<file path="src/rsaf_pkg.sv">
// Package for the reflective sensor ambient filter.
// Holds the field widths, phase and emitter group codes, and the shared adder request type.
// Has no dependencies; used by every other file of the block but rsaf_ram.
package rsaf_pkg;

  localparam int NUM_SENSORS = 6;
  localparam int SAMPLE_W    = 12;
  localparam int LEVEL_W     = 8;
  localparam int DIFF_W      = 9;
  localparam int CHANGE_W    = 10;
  localparam int SUM_OUT_W   = 13;
  localparam int DSUM_W      = 13;
  localparam int ALU_W       = 14;
  localparam int MAG_W       = 12;
  localparam int QUO_W       = 8;
  localparam int RECIP_W     = 17;
  localparam int RECIP_SHIFT = 16;
  localparam int CHAN_W      = 3;

  localparam int IN_DATA_W   = NUM_SENSORS * SAMPLE_W;
  localparam int OUT_DATA_W  = 40;
  localparam int OUT_USER_W  = 4;

  // Phase codes of the sensing sequence.
  localparam logic [2:0] PH_AMBIENT = 3'd0;
  localparam logic [2:0] PH_FRONT   = 3'd1;
  localparam logic [2:0] PH_MIDDLE  = 3'd2;
  localparam logic [2:0] PH_SIDE    = 3'd3;
  localparam logic [2:0] PH_FILTER  = 3'd4;

  // Emitter groups, coded like the low bits of the phase that lights them.
  localparam logic [1:0] GRP_FRONT  = 2'd1;
  localparam logic [1:0] GRP_MIDDLE = 2'd2;
  localparam logic [1:0] GRP_SIDE   = 2'd3;

  typedef struct packed {
    logic [ALU_W-1:0] a;
    logic [ALU_W-1:0] b;
    logic             sub;
  } alu_req_t;

  function automatic logic [1:0] rsaf_group(input int idx);
    logic [1:0] g;
    case (idx)
      0, 5:    g = GRP_FRONT;
      1, 4:    g = GRP_MIDDLE;
      default: g = GRP_SIDE;
    endcase
    return g;
  endfunction

endpackage

</file>
<file path="src/rsaf_ram.sv">
// Generic single-port-write, single-port-read RAM with a registered read.
// Depends on nothing; used for the difference and change rings.
module rsaf_ram #(
  parameter int WIDTH = 8,
  parameter int DEPTH = 16,
  localparam int AW = (DEPTH > 1) ? $clog2(DEPTH) : 1
) (
  input  logic             clk,
  input  logic             we,
  input  logic [AW-1:0]    waddr,
  input  logic [WIDTH-1:0] wdata,
  input  logic [AW-1:0]    raddr,
  output logic [WIDTH-1:0] rdata
);

  logic [WIDTH-1:0] mem [DEPTH];

  always_ff @(posedge clk) begin
    if (we) begin
      mem[waddr] <= wdata;
    end
    rdata <= mem[raddr];
  end

endmodule

</file>
<file path="src/rsaf_alu.sv">
// Shared add/subtract unit of the filter sequencer.
// Depends on rsaf_pkg for the request type and the datapath width.
module rsaf_alu (
  input  rsaf_pkg::alu_req_t        req,
  output logic [rsaf_pkg::ALU_W-1:0] y
);
  import rsaf_pkg::*;

  // Modular arithmetic: intermediate wraps cancel in the running sums.
  always_comb begin
    if (req.sub) begin
      y = req.a - req.b;
    end else begin
      y = req.a + req.b;
    end
  end

endmodule

</file>
<file path="src/rsaf_recip_mul.sv">
// Registered reciprocal multiplier that divides a ring sum magnitude by the ring depth.
// Depends on rsaf_pkg for widths; exact for every magnitude below 4096 and depths up to 16.
module rsaf_recip_mul #(
  parameter int DIVISOR = 5
) (
  input  logic                        clk,
  input  logic [rsaf_pkg::MAG_W-1:0]  mag,
  output logic [rsaf_pkg::QUO_W-1:0]  quo
);
  import rsaf_pkg::*;

  localparam int PROD_W = MAG_W + RECIP_W;
  localparam int RECIP  = ((2 ** RECIP_SHIFT) + DIVISOR - 1) / DIVISOR;

  logic [PROD_W-1:0] prod;

  always_ff @(posedge clk) begin
    prod <= PROD_W'(mag) * PROD_W'(RECIP);
  end

  assign quo = prod[RECIP_SHIFT +: QUO_W];

endmodule

</file>
<file path="src/reflective_sensor_ambient_filter.sv">
// Top level of the reflective sensor ambient filter: phase sequencer and filter datapath.
// Depends on rsaf_pkg, rsaf_ram, rsaf_alu and rsaf_recip_mul.
//
//   channel | direction | handshake          | payload
//   s_      | in        | s_tvalid, s_tready | s_tdata: six 12-bit samples
//   m_      | out       | m_tvalid, m_tready | m_tdata, m_tuser, m_tlast
//
// A sensing phase is the accepting cycle and the EMIT state, which loads the output register.
// In the filter phase each channel steps through READ, SUB, ADD, ABS, MUL, QUO, CHG, NEG,
// CS1, CS2 and EMIT, as it uses the shared adder nine times and the registered multiplier.
// Reset clears control and per-channel state; the rings are masked by fill counts instead.
// A result that waits on m_tready holds the sequencer; s_tready is high only when idle.
module reflective_sensor_ambient_filter #(
  parameter int CHANNELS      = 6,
  parameter int AVERAGE_DEPTH = 5,
  parameter int SUM_DEPTH     = 6
) (
  input  logic                              clk,
  input  logic                              rst,
  input  logic                              s_tvalid,
  output logic                              s_tready,
  // raw_left_front, raw_left_middle, raw_left_side, raw_right_side,
  // raw_right_middle, raw_right_front (12 bits each, lowest first)
  input  logic [rsaf_pkg::IN_DATA_W-1:0]    s_tdata,
  output logic                              m_tvalid,
  input  logic                              m_tready,
  // led_front, led_middle, led_side, level[9], change[10], change_sum[13], zero fill[5]
  output logic [rsaf_pkg::OUT_DATA_W-1:0]   m_tdata,
  // has_channel, channel[3]
  output logic [rsaf_pkg::OUT_USER_W-1:0]   m_tuser,
  output logic                              m_tlast
);
  import rsaf_pkg::*;

  localparam int CW     = (CHANNELS > 1) ? $clog2(CHANNELS) : 1;
  localparam int DSW    = (AVERAGE_DEPTH > 1) ? $clog2(AVERAGE_DEPTH) : 1;
  localparam int DFW    = $clog2(AVERAGE_DEPTH + 1);
  localparam int CSW    = (SUM_DEPTH > 1) ? $clog2(SUM_DEPTH) : 1;
  localparam int CFW    = $clog2(SUM_DEPTH + 1);
  localparam int DDEPTH = CHANNELS * AVERAGE_DEPTH;
  localparam int CDEPTH = CHANNELS * SUM_DEPTH;
  localparam int DAW    = (DDEPTH > 1) ? $clog2(DDEPTH) : 1;
  localparam int CAW    = (CDEPTH > 1) ? $clog2(CDEPTH) : 1;

  localparam logic [3:0] ST_IDLE = 4'd0;
  localparam logic [3:0] ST_READ = 4'd1;
  localparam logic [3:0] ST_SUB  = 4'd2;
  localparam logic [3:0] ST_ADD  = 4'd3;
  localparam logic [3:0] ST_ABS  = 4'd4;
  localparam logic [3:0] ST_MUL  = 4'd5;
  localparam logic [3:0] ST_QUO  = 4'd6;
  localparam logic [3:0] ST_CHG  = 4'd7;
  localparam logic [3:0] ST_NEG  = 4'd8;
  localparam logic [3:0] ST_CS1  = 4'd9;
  localparam logic [3:0] ST_CS2  = 4'd10;
  localparam logic [3:0] ST_EMIT = 4'd11;

  logic [3:0]                  state;
  logic [2:0]                  phase;
  logic                        filt;
  logic [CW-1:0]               ch;
  logic [DSW-1:0]              dslot;
  logic [DFW-1:0]              dfill;
  logic [CSW-1:0]              cslot;
  logic [CFW-1:0]              cfill;

  logic [LEVEL_W-1:0]          ambient [CHANNELS];
  logic [LEVEL_W-1:0]          lit     [CHANNELS];
  logic signed [DSUM_W-1:0]    dsum    [CHANNELS];
  logic signed [ALU_W-1:0]     csum    [CHANNELS];
  logic signed [DIFF_W-1:0]    avg     [CHANNELS];

  logic signed [DIFF_W-1:0]    diff;
  logic signed [ALU_W-1:0]     tmp;
  logic [MAG_W-1:0]            mag;
  logic                        negq;
  logic signed [DIFF_W-1:0]    avg_new;
  logic signed [CHANGE_W-1:0]  chg;
  logic signed [CHANGE_W-1:0]  newc;
  logic signed [CHANGE_W-1:0]  oldc;

  logic                        out_valid;
  logic [2:0]                  out_led;
  logic                        out_has;
  logic [CHAN_W-1:0]           out_ch;
  logic [DIFF_W-1:0]           out_level;
  logic [CHANGE_W-1:0]         out_chg;
  logic [SUM_OUT_W-1:0]        out_sum;
  logic                        out_last;

  logic [DAW-1:0]              d_addr;
  logic [CAW-1:0]              c_addr;
  logic [DIFF_W-1:0]           d_rdata;
  logic [CHANGE_W-1:0]         c_rdata;
  logic signed [DIFF_W-1:0]    d_old;
  logic signed [CHANGE_W-1:0]  c_old;
  logic [QUO_W-1:0]            quo;
  alu_req_t                    req;
  logic [ALU_W-1:0]            alu_y;
  logic                        out_free;

  assign s_tready = (state == ST_IDLE);
  assign out_free = !out_valid || m_tready;

  assign d_addr = DAW'(ch) * DAW'(AVERAGE_DEPTH) + DAW'(dslot);
  assign c_addr = CAW'(ch) * CAW'(SUM_DEPTH) + CAW'(cslot);

  // Ring entries not yet written since reset read as zero.
  assign d_old = (DFW'(dslot) < dfill) ? d_rdata : '0;
  assign c_old = (CFW'(cslot) < cfill) ? c_rdata : '0;

  rsaf_ram #(.WIDTH(DIFF_W), .DEPTH(DDEPTH)) u_diff_ring (
    .clk   (clk),
    .we    (state == ST_SUB),
    .waddr (d_addr),
    .wdata (diff),
    .raddr (d_addr),
    .rdata (d_rdata)
  );

  rsaf_ram #(.WIDTH(CHANGE_W), .DEPTH(CDEPTH)) u_change_ring (
    .clk   (clk),
    .we    (state == ST_CS1),
    .waddr (c_addr),
    .wdata (newc),
    .raddr (c_addr),
    .rdata (c_rdata)
  );

  rsaf_recip_mul #(.DIVISOR(AVERAGE_DEPTH)) u_recip_mul (
    .clk (clk),
    .mag (mag),
    .quo (quo)
  );

  rsaf_alu u_alu (
    .req (req),
    .y   (alu_y)
  );

  always_comb begin
    req.a   = '0;
    req.b   = '0;
    req.sub = 1'b0;
    case (state)
      ST_READ: begin
        req.a   = ALU_W'(lit[ch]);
        req.b   = ALU_W'(ambient[ch]);
        req.sub = 1'b1;
      end
      ST_SUB: begin
        req.a   = ALU_W'(dsum[ch]);
        req.b   = ALU_W'(d_old);
        req.sub = 1'b1;
      end
      ST_ADD: begin
        req.a = tmp;
        req.b = ALU_W'(diff);
      end
      ST_ABS: begin
        req.b   = tmp;
        req.sub = tmp[ALU_W-1];
      end
      ST_QUO: begin
        req.b   = ALU_W'(quo);
        req.sub = negq;
      end
      ST_CHG: begin
        req.a   = ALU_W'(avg_new);
        req.b   = ALU_W'(avg[ch]);
        req.sub = 1'b1;
      end
      ST_NEG: begin
        req.a   = ALU_W'(avg[ch]);
        req.b   = ALU_W'(avg_new);
        req.sub = 1'b1;
      end
      ST_CS1: begin
        req.a   = csum[ch];
        req.b   = ALU_W'(oldc);
        req.sub = 1'b1;
      end
      ST_CS2: begin
        req.a = tmp;
        req.b = ALU_W'(newc);
      end
      default: begin
        req.sub = 1'b0;
      end
    endcase
  end

  always_ff @(posedge clk) begin
    if (rst) begin
      state     <= ST_IDLE;
      phase     <= PH_AMBIENT;
      filt      <= 1'b0;
      ch        <= '0;
      dslot     <= '0;
      dfill     <= '0;
      cslot     <= '0;
      cfill     <= '0;
      out_valid <= 1'b0;
      for (int i = 0; i < CHANNELS; i++) begin
        ambient[i] <= '0;
        lit[i]     <= '0;
        dsum[i]    <= '0;
        csum[i]    <= '0;
        avg[i]     <= '0;
      end
    end else begin
      // In the emit state the output register is reloaded below instead.
      if (out_valid && m_tready && (state != ST_EMIT)) begin
        out_valid <= 1'b0;
      end
      case (state)
        ST_IDLE: begin
          if (s_tvalid) begin
            if (!phase[2]) begin
              for (int i = 0; i < CHANNELS; i++) begin
                if (phase == PH_AMBIENT) begin
                  ambient[i] <= s_tdata[i*SAMPLE_W + 4 +: LEVEL_W];
                end else if (rsaf_group(i) == phase[1:0]) begin
                  lit[i] <= s_tdata[i*SAMPLE_W + 4 +: LEVEL_W];
                end
              end
              phase <= phase + 3'd1;
              filt  <= 1'b0;
              state <= ST_EMIT;
            end else begin
              phase <= PH_AMBIENT;
              filt  <= 1'b1;
              ch    <= '0;
              state <= ST_READ;
            end
          end
        end
        ST_READ: begin
          diff  <= alu_y[DIFF_W-1:0];
          state <= ST_SUB;
        end
        ST_SUB: begin
          tmp   <= alu_y;
          oldc  <= c_old;
          state <= ST_ADD;
        end
        ST_ADD: begin
          dsum[ch] <= alu_y[DSUM_W-1:0];
          tmp      <= alu_y;
          state    <= ST_ABS;
        end
        ST_ABS: begin
          mag   <= alu_y[MAG_W-1:0];
          negq  <= tmp[ALU_W-1];
          state <= ST_MUL;
        end
        ST_MUL: begin
          state <= ST_QUO;
        end
        ST_QUO: begin
          avg_new <= alu_y[DIFF_W-1:0];
          state   <= ST_CHG;
        end
        ST_CHG: begin
          chg   <= alu_y[CHANGE_W-1:0];
          state <= ST_NEG;
        end
        ST_NEG: begin
          newc  <= alu_y[CHANGE_W-1:0];
          state <= ST_CS1;
        end
        ST_CS1: begin
          tmp   <= alu_y;
          state <= ST_CS2;
        end
        ST_CS2: begin
          csum[ch] <= alu_y;
          tmp      <= alu_y;
          avg[ch]  <= avg_new;
          state    <= ST_EMIT;
        end
        ST_EMIT: begin
          if (out_free) begin
            out_valid <= 1'b1;
            // The phase register already holds the next phase here.
            out_led   <= {(phase == PH_SIDE) || (phase == PH_FILTER),
                          phase == PH_MIDDLE, phase == PH_FRONT};
            out_has   <= filt;
            if (filt) begin
              out_ch    <= CHAN_W'(ch);
              out_level <= avg_new;
              out_chg   <= chg;
              out_sum   <= tmp[SUM_OUT_W-1:0];
              out_last  <= (ch == CW'(CHANNELS - 1));
              if (ch == CW'(CHANNELS - 1)) begin
                dslot <= (dslot == DSW'(AVERAGE_DEPTH - 1)) ? '0 : dslot + 1'b1;
                cslot <= (cslot == CSW'(SUM_DEPTH - 1)) ? '0 : cslot + 1'b1;
                if (dfill != DFW'(AVERAGE_DEPTH)) begin
                  dfill <= dfill + 1'b1;
                end
                if (cfill != CFW'(SUM_DEPTH)) begin
                  cfill <= cfill + 1'b1;
                end
                state <= ST_IDLE;
              end else begin
                ch    <= ch + 1'b1;
                state <= ST_READ;
              end
            end else begin
              out_ch    <= '0;
              out_level <= '0;
              out_chg   <= '0;
              out_sum   <= '0;
              out_last  <= 1'b1;
              state     <= ST_IDLE;
            end
          end
        end
        default: begin
          state <= ST_IDLE;
        end
      endcase
    end
  end

  assign m_tvalid = out_valid;
  assign m_tdata  = {5'b0, out_sum, out_chg, out_level, out_led};
  assign m_tuser  = {out_ch, out_has};
  assign m_tlast  = out_last;

endmodule

</file>
<file path="config.mk">
export PLATFORM = sky130hd
export DESIGN_NAME = reflective_sensor_ambient_filter
export DESIGN_NICKNAME = d
export VERILOG_FILES = /design/src/rsaf_pkg.sv /design/src/rsaf_ram.sv /design/src/rsaf_alu.sv /design/src/rsaf_recip_mul.sv /design/src/reflective_sensor_ambient_filter.sv
export SDC_FILE = /design/constraint.sdc
export NUM_CORES = 2
export LEC_CHECK = 0
export BUFFER_PORTS_ARGS = -buffer_cell sky130_fd_sc_hd__buf_2
export CAP_MARGIN = 20
export CELL_PAD_IN_SITES_DETAIL_PLACEMENT = 0
export CELL_PAD_IN_SITES_GLOBAL_PLACEMENT = 2
export CORE_ASPECT_RATIO = 0.9
export CORE_UTILIZATION = 34
export CTS_CLUSTER_SIZE = 14
export DETAILED_ROUTE_END_ITERATION = 10
export PLACE_DENSITY = 0.6
export SYNTH_ARGS = -nofsm -noshare
export SYNTH_HDL_FRONTEND = slang
export SYNTH_SLANG_ARGS = --single-unit
export TNS_END_PERCENT = 20
</file>
<file path="constraint.sdc">
create_clock -name clk -period 14 [get_ports clk]
set_clock_uncertainty 0.1 [all_clocks]
set_input_delay 2.1 -clock clk [delete_from_list [all_inputs] [get_ports clk]]
set_output_delay 2.1 -clock clk [all_outputs]
set_load 0.005 [all_outputs]
</file>
==> impl_metrics.tcl <==
set metrics [dict create \
    coreArea_mm2 0.146 \
    sequentialPowerShare_pct 45.5 \
    power-per-cell-area_mw_per_mm2 164 \
    route.detailed.drc 0 \
    syn_area_mm2 0.0502 \
    post_cts_resized 0 \
    yosys_warnings 0 \
    routabilityCongestion 0.856 \
    vias 28600 \
    dr.pass1.iters 5 \
    period_minus_slack_ps 6480 \
    postSynthAreaPerCell_um2 15.9 \
    critPathMaxStageDelay_ps 650 \
    area_growth_pct 14.9 \
    die_area_mm2 0.149 \
    antenna_found_initial 8 \
    cts_hold_buf 0 \
    vias_per_cell 5.30 \
    pwr-share-clk_pct 35.4 \
    end_kind "register" \
    outcome "completed" \
    clkTransAtPathRegs_ps 70 \
    grt_pass1_vias 29300 \
    grt_overflow 0 \
    async_flop_share_pct 0 \
    ys_types 79 \
    cts_root_buf "clkbuf_16" \
    dieWidth_um 407 \
    critical_path_class "register to register" \
    die_y_um 367 \
    ys_seq_area_share_pct 69.6 \
    internal-power_mw 6.63 \
    setup_ws_ps 7520 \
    maxSlewHeadroom_pct 18.2 \
    critPathMaxFanout 34 \
    crit_top_cell "o21ai_0" \
    numPortBuffers 93 \
    pin_count 123 \
    wl_per_cell_um 27.0 \
    p_switching_mw 2.83 \
    crit_chain "buf_4, mux4_2, mux2i_1, nor2_1, a2111oi_2, ha_1, o21ai_0, inv_1, fa_1, nor2b_1, o21ai_0, a21boi_0, o21ai_0, a21boi_0, o21ai_0, nand2b_1, xnor2_1, buf_4, inv_1" \
    combPwrFrac_pct 19.1 \
    grtUsageTotal_pct 19.4 \
    worst_slew_pin_slew_ps 1220 \
    drive_above_1_share_pct 18.0 \
    fin_tns_setup_ps 0 \
    finalWirelength_um 145000 \
    ant_nets 0 \
    clk_latency_ps 770 \
    crit_path_start_kind "register" \
    grt_pass1_wl_um 209000 \
    cts_buffer_depth 3 \
    slew_violations 0 \
    finalCritPeriodShare_pct 46.3 \
    initialDrtViolationCount 2556 \
    synth_edf_count 1129 \
    htreeDepth 4 \
    hold_slack_ps 425 \
    cts_tree "done" \
    dp_hpwl_um 94500 \
    cts_setup_buffers 0 \
    swShare_pct 29.9 \
    setup_viol 0 \
    rsz0062_at_grt "no" \
    synthFlopType "edfxtp_1" \
    fillers 13600 \
    maxCapViolations 0 \
    power.total_mw 9.45 \
    placementRows 133 \
    ys_ff_latch 1183 \
    nets 3572 \
    clkSinkCount 1183 \
    min_path_type "register to register" \
    hold_viol_final 0 \
    slowest_stage "buf_4" \
    fmax_ghz 0.154 \
    critPathArrivalTime_ps 6790 \
    start_util_pct 34.3 \
    grt_max_degree 69 \
    vdd_drop_max_uv 218 \
    post-place-ws_ps 7550 \
    cts_made_buffers 131 \
    syn_inst 3166 \
    required_ps 14310 \
    p_leak_nw 19.5 \
]
==> synth_stat cells (5+ instances only) <==
master    number  area, um^2
edfxtp_1    1129       33900
a21oi_1       51         255
o22ai_1       25         156
mux2i_1       55         551
nor2b_1       14        87.6
or3_1          6        37.5
nand3_1       57         285
a21o_1         5        37.5
mux2_2         8        90.1
nor3b_1        6        45.0
a221oi_1      46         403
o21ai_0       65         325
a211oi_1       7        52.6
a22oi_1      100         751
buf_2         18        90.1
nor3_1        67         335
dfxtp_1       54        1080
buf_1         25        93.8
inv_1        141         529
a22o_1        40         350
a32oi_1        6        52.6
buf_6          5        56.3
o21a_1         6        45.0
nand2b_1      20         125
buf_4          7        52.6
clkbuf_1     120         450
xnor2_1       28         245
or4_1         10        75.1
ha_1         117        1460
nand2_1      115         432
fa_1          42         841
nor2_1       320        1200
o21bai_1       7        52.6
mux4_2       161        3630
a31oi_1       47         294
xor2_1        13         114
and2_1       146         913
==> kinds of logic after synthesis <==
family | Yosys count | synth area share, %
buf+inv | 316 | 2.53
mux | 226 | 8.54
fa+ha+maj | 159 | 4.59
xor+xnor | 42 | 0.762
flops | 1183 | 69.6
other cells | 1 | 0.00746
simple gates | 792 | 7.54
compound gates | 447 | 6.41
==> routing by layer <==
layer  GRT usage [%]  wire (um)  vias to the layer above
met2            30.4      67600                      861
met3            3.28       8260                      204
met5               0          0                        -
met1            27.7      66200                    15000
li1                -          -                    12600
met4            5.32       3450                        0
==> path summary, 6_finish.rpt <==
path | slack [ps] | end | depth (start not counted) | start
setup / recovery | 7520 | chg[8] | 19 | register
hold / removal | 430 | negq | 0 | tmp[13]
setup reg to reg | 7520 | chg[8] | 19 | register
hold reg to reg | 430 | negq | 0 | tmp[13]
==> critical path: cells and delay by family (launching register included) <==
family	cells	cell delay, ps
XOR/XNOR	1	120
adder cells (fa/ha/maj)	2	780
flip-flops	1	520
AO/OA/AOI/OAI	7	1810
multiplexers	2	1030
AND/OR/NAND/NOR	3	340
buffers and inverters	4	1330
==> registers in the layout, indices dropped and copies added (netlist names), 10 cells and up, named ones only <==
| signal | count |
|---|---|
| u_diff_ring.mem | 270 |
| mag | 12 |
| dsum | 104 |
| avg | 72 |
| ambient | 48 |
| chg | 10 |
| csum | 112 |
| tmp | 14 |
| out_sum | 13 |
| oldc | 10 |
| newc | 10 |
| u_change_ring.mem | 360 |
| u_change_ring.rdata | 10 |
| lit | 48 |
| out_chg | 10 |
==> power groups by stage <==
stage	logic, mW	registers (mW)	clock network (mW)
floorplan	0.858	4.34	0
global placement	1.77	4.39	0
detailed placement	1.81	4.38	0
CTS	1.81	4.31	3.42
global route	1.94	4.31	3.55
finish	1.80	4.30	3.35
==> cell usage in the layout (no fill, tap or decap), types with 40 or more instances in the layout <==
cell,instances
nor2_1,315
fa_1,42
and2_1,146
buf_2,93
a221oi_1,46
mux2i_1,55
dfxtp_1,50
a22o_1,40
nor3_1,61
ha_1,115
buf_4,91
clkbuf_16,136
edfxtp_1,1129
a22oi_1,100
mux4_2,161
nand2_1,115
o21ai_0,65
nand3_1,57
a31oi_1,47
inv_1,141
a21oi_1,51
==> layout make-up <==
| type | count | area [um^2] | share of cell area (%) |
|---|---|---|---|
| repair buffers | 209 | 1500 | 2.60 |
| multi-input cells | 1671 | 14100 | 24.5 |
| clock buffers | 171 | 3570 | 6.19 |
| clock inverters | 59 | 547 | 0.947 |
| inverters | 141 | 529 | 0.917 |
| flip-flops and latches | 1183 | 35000 | 60.6 |
| well taps | 1957 | 2450 | 4.24 |
| diodes | 4 | 10.0 | 0.0173 |
==> stage by stage <==
step | util [%] | cell area (um^2) | std cells
after floorplan | - | 50300 | 3170
after global placement | 36.3 | 53200 | 5128
after detailed placement | 36.5 | 53500 | 5150
after CTS | 39.3 | 57600 | 5380
after global routing | 39.4 | 57700 | 5391
final | 39.4 | 57700 | 5395
Note: power is estimated with default switching activity, not from simulation.
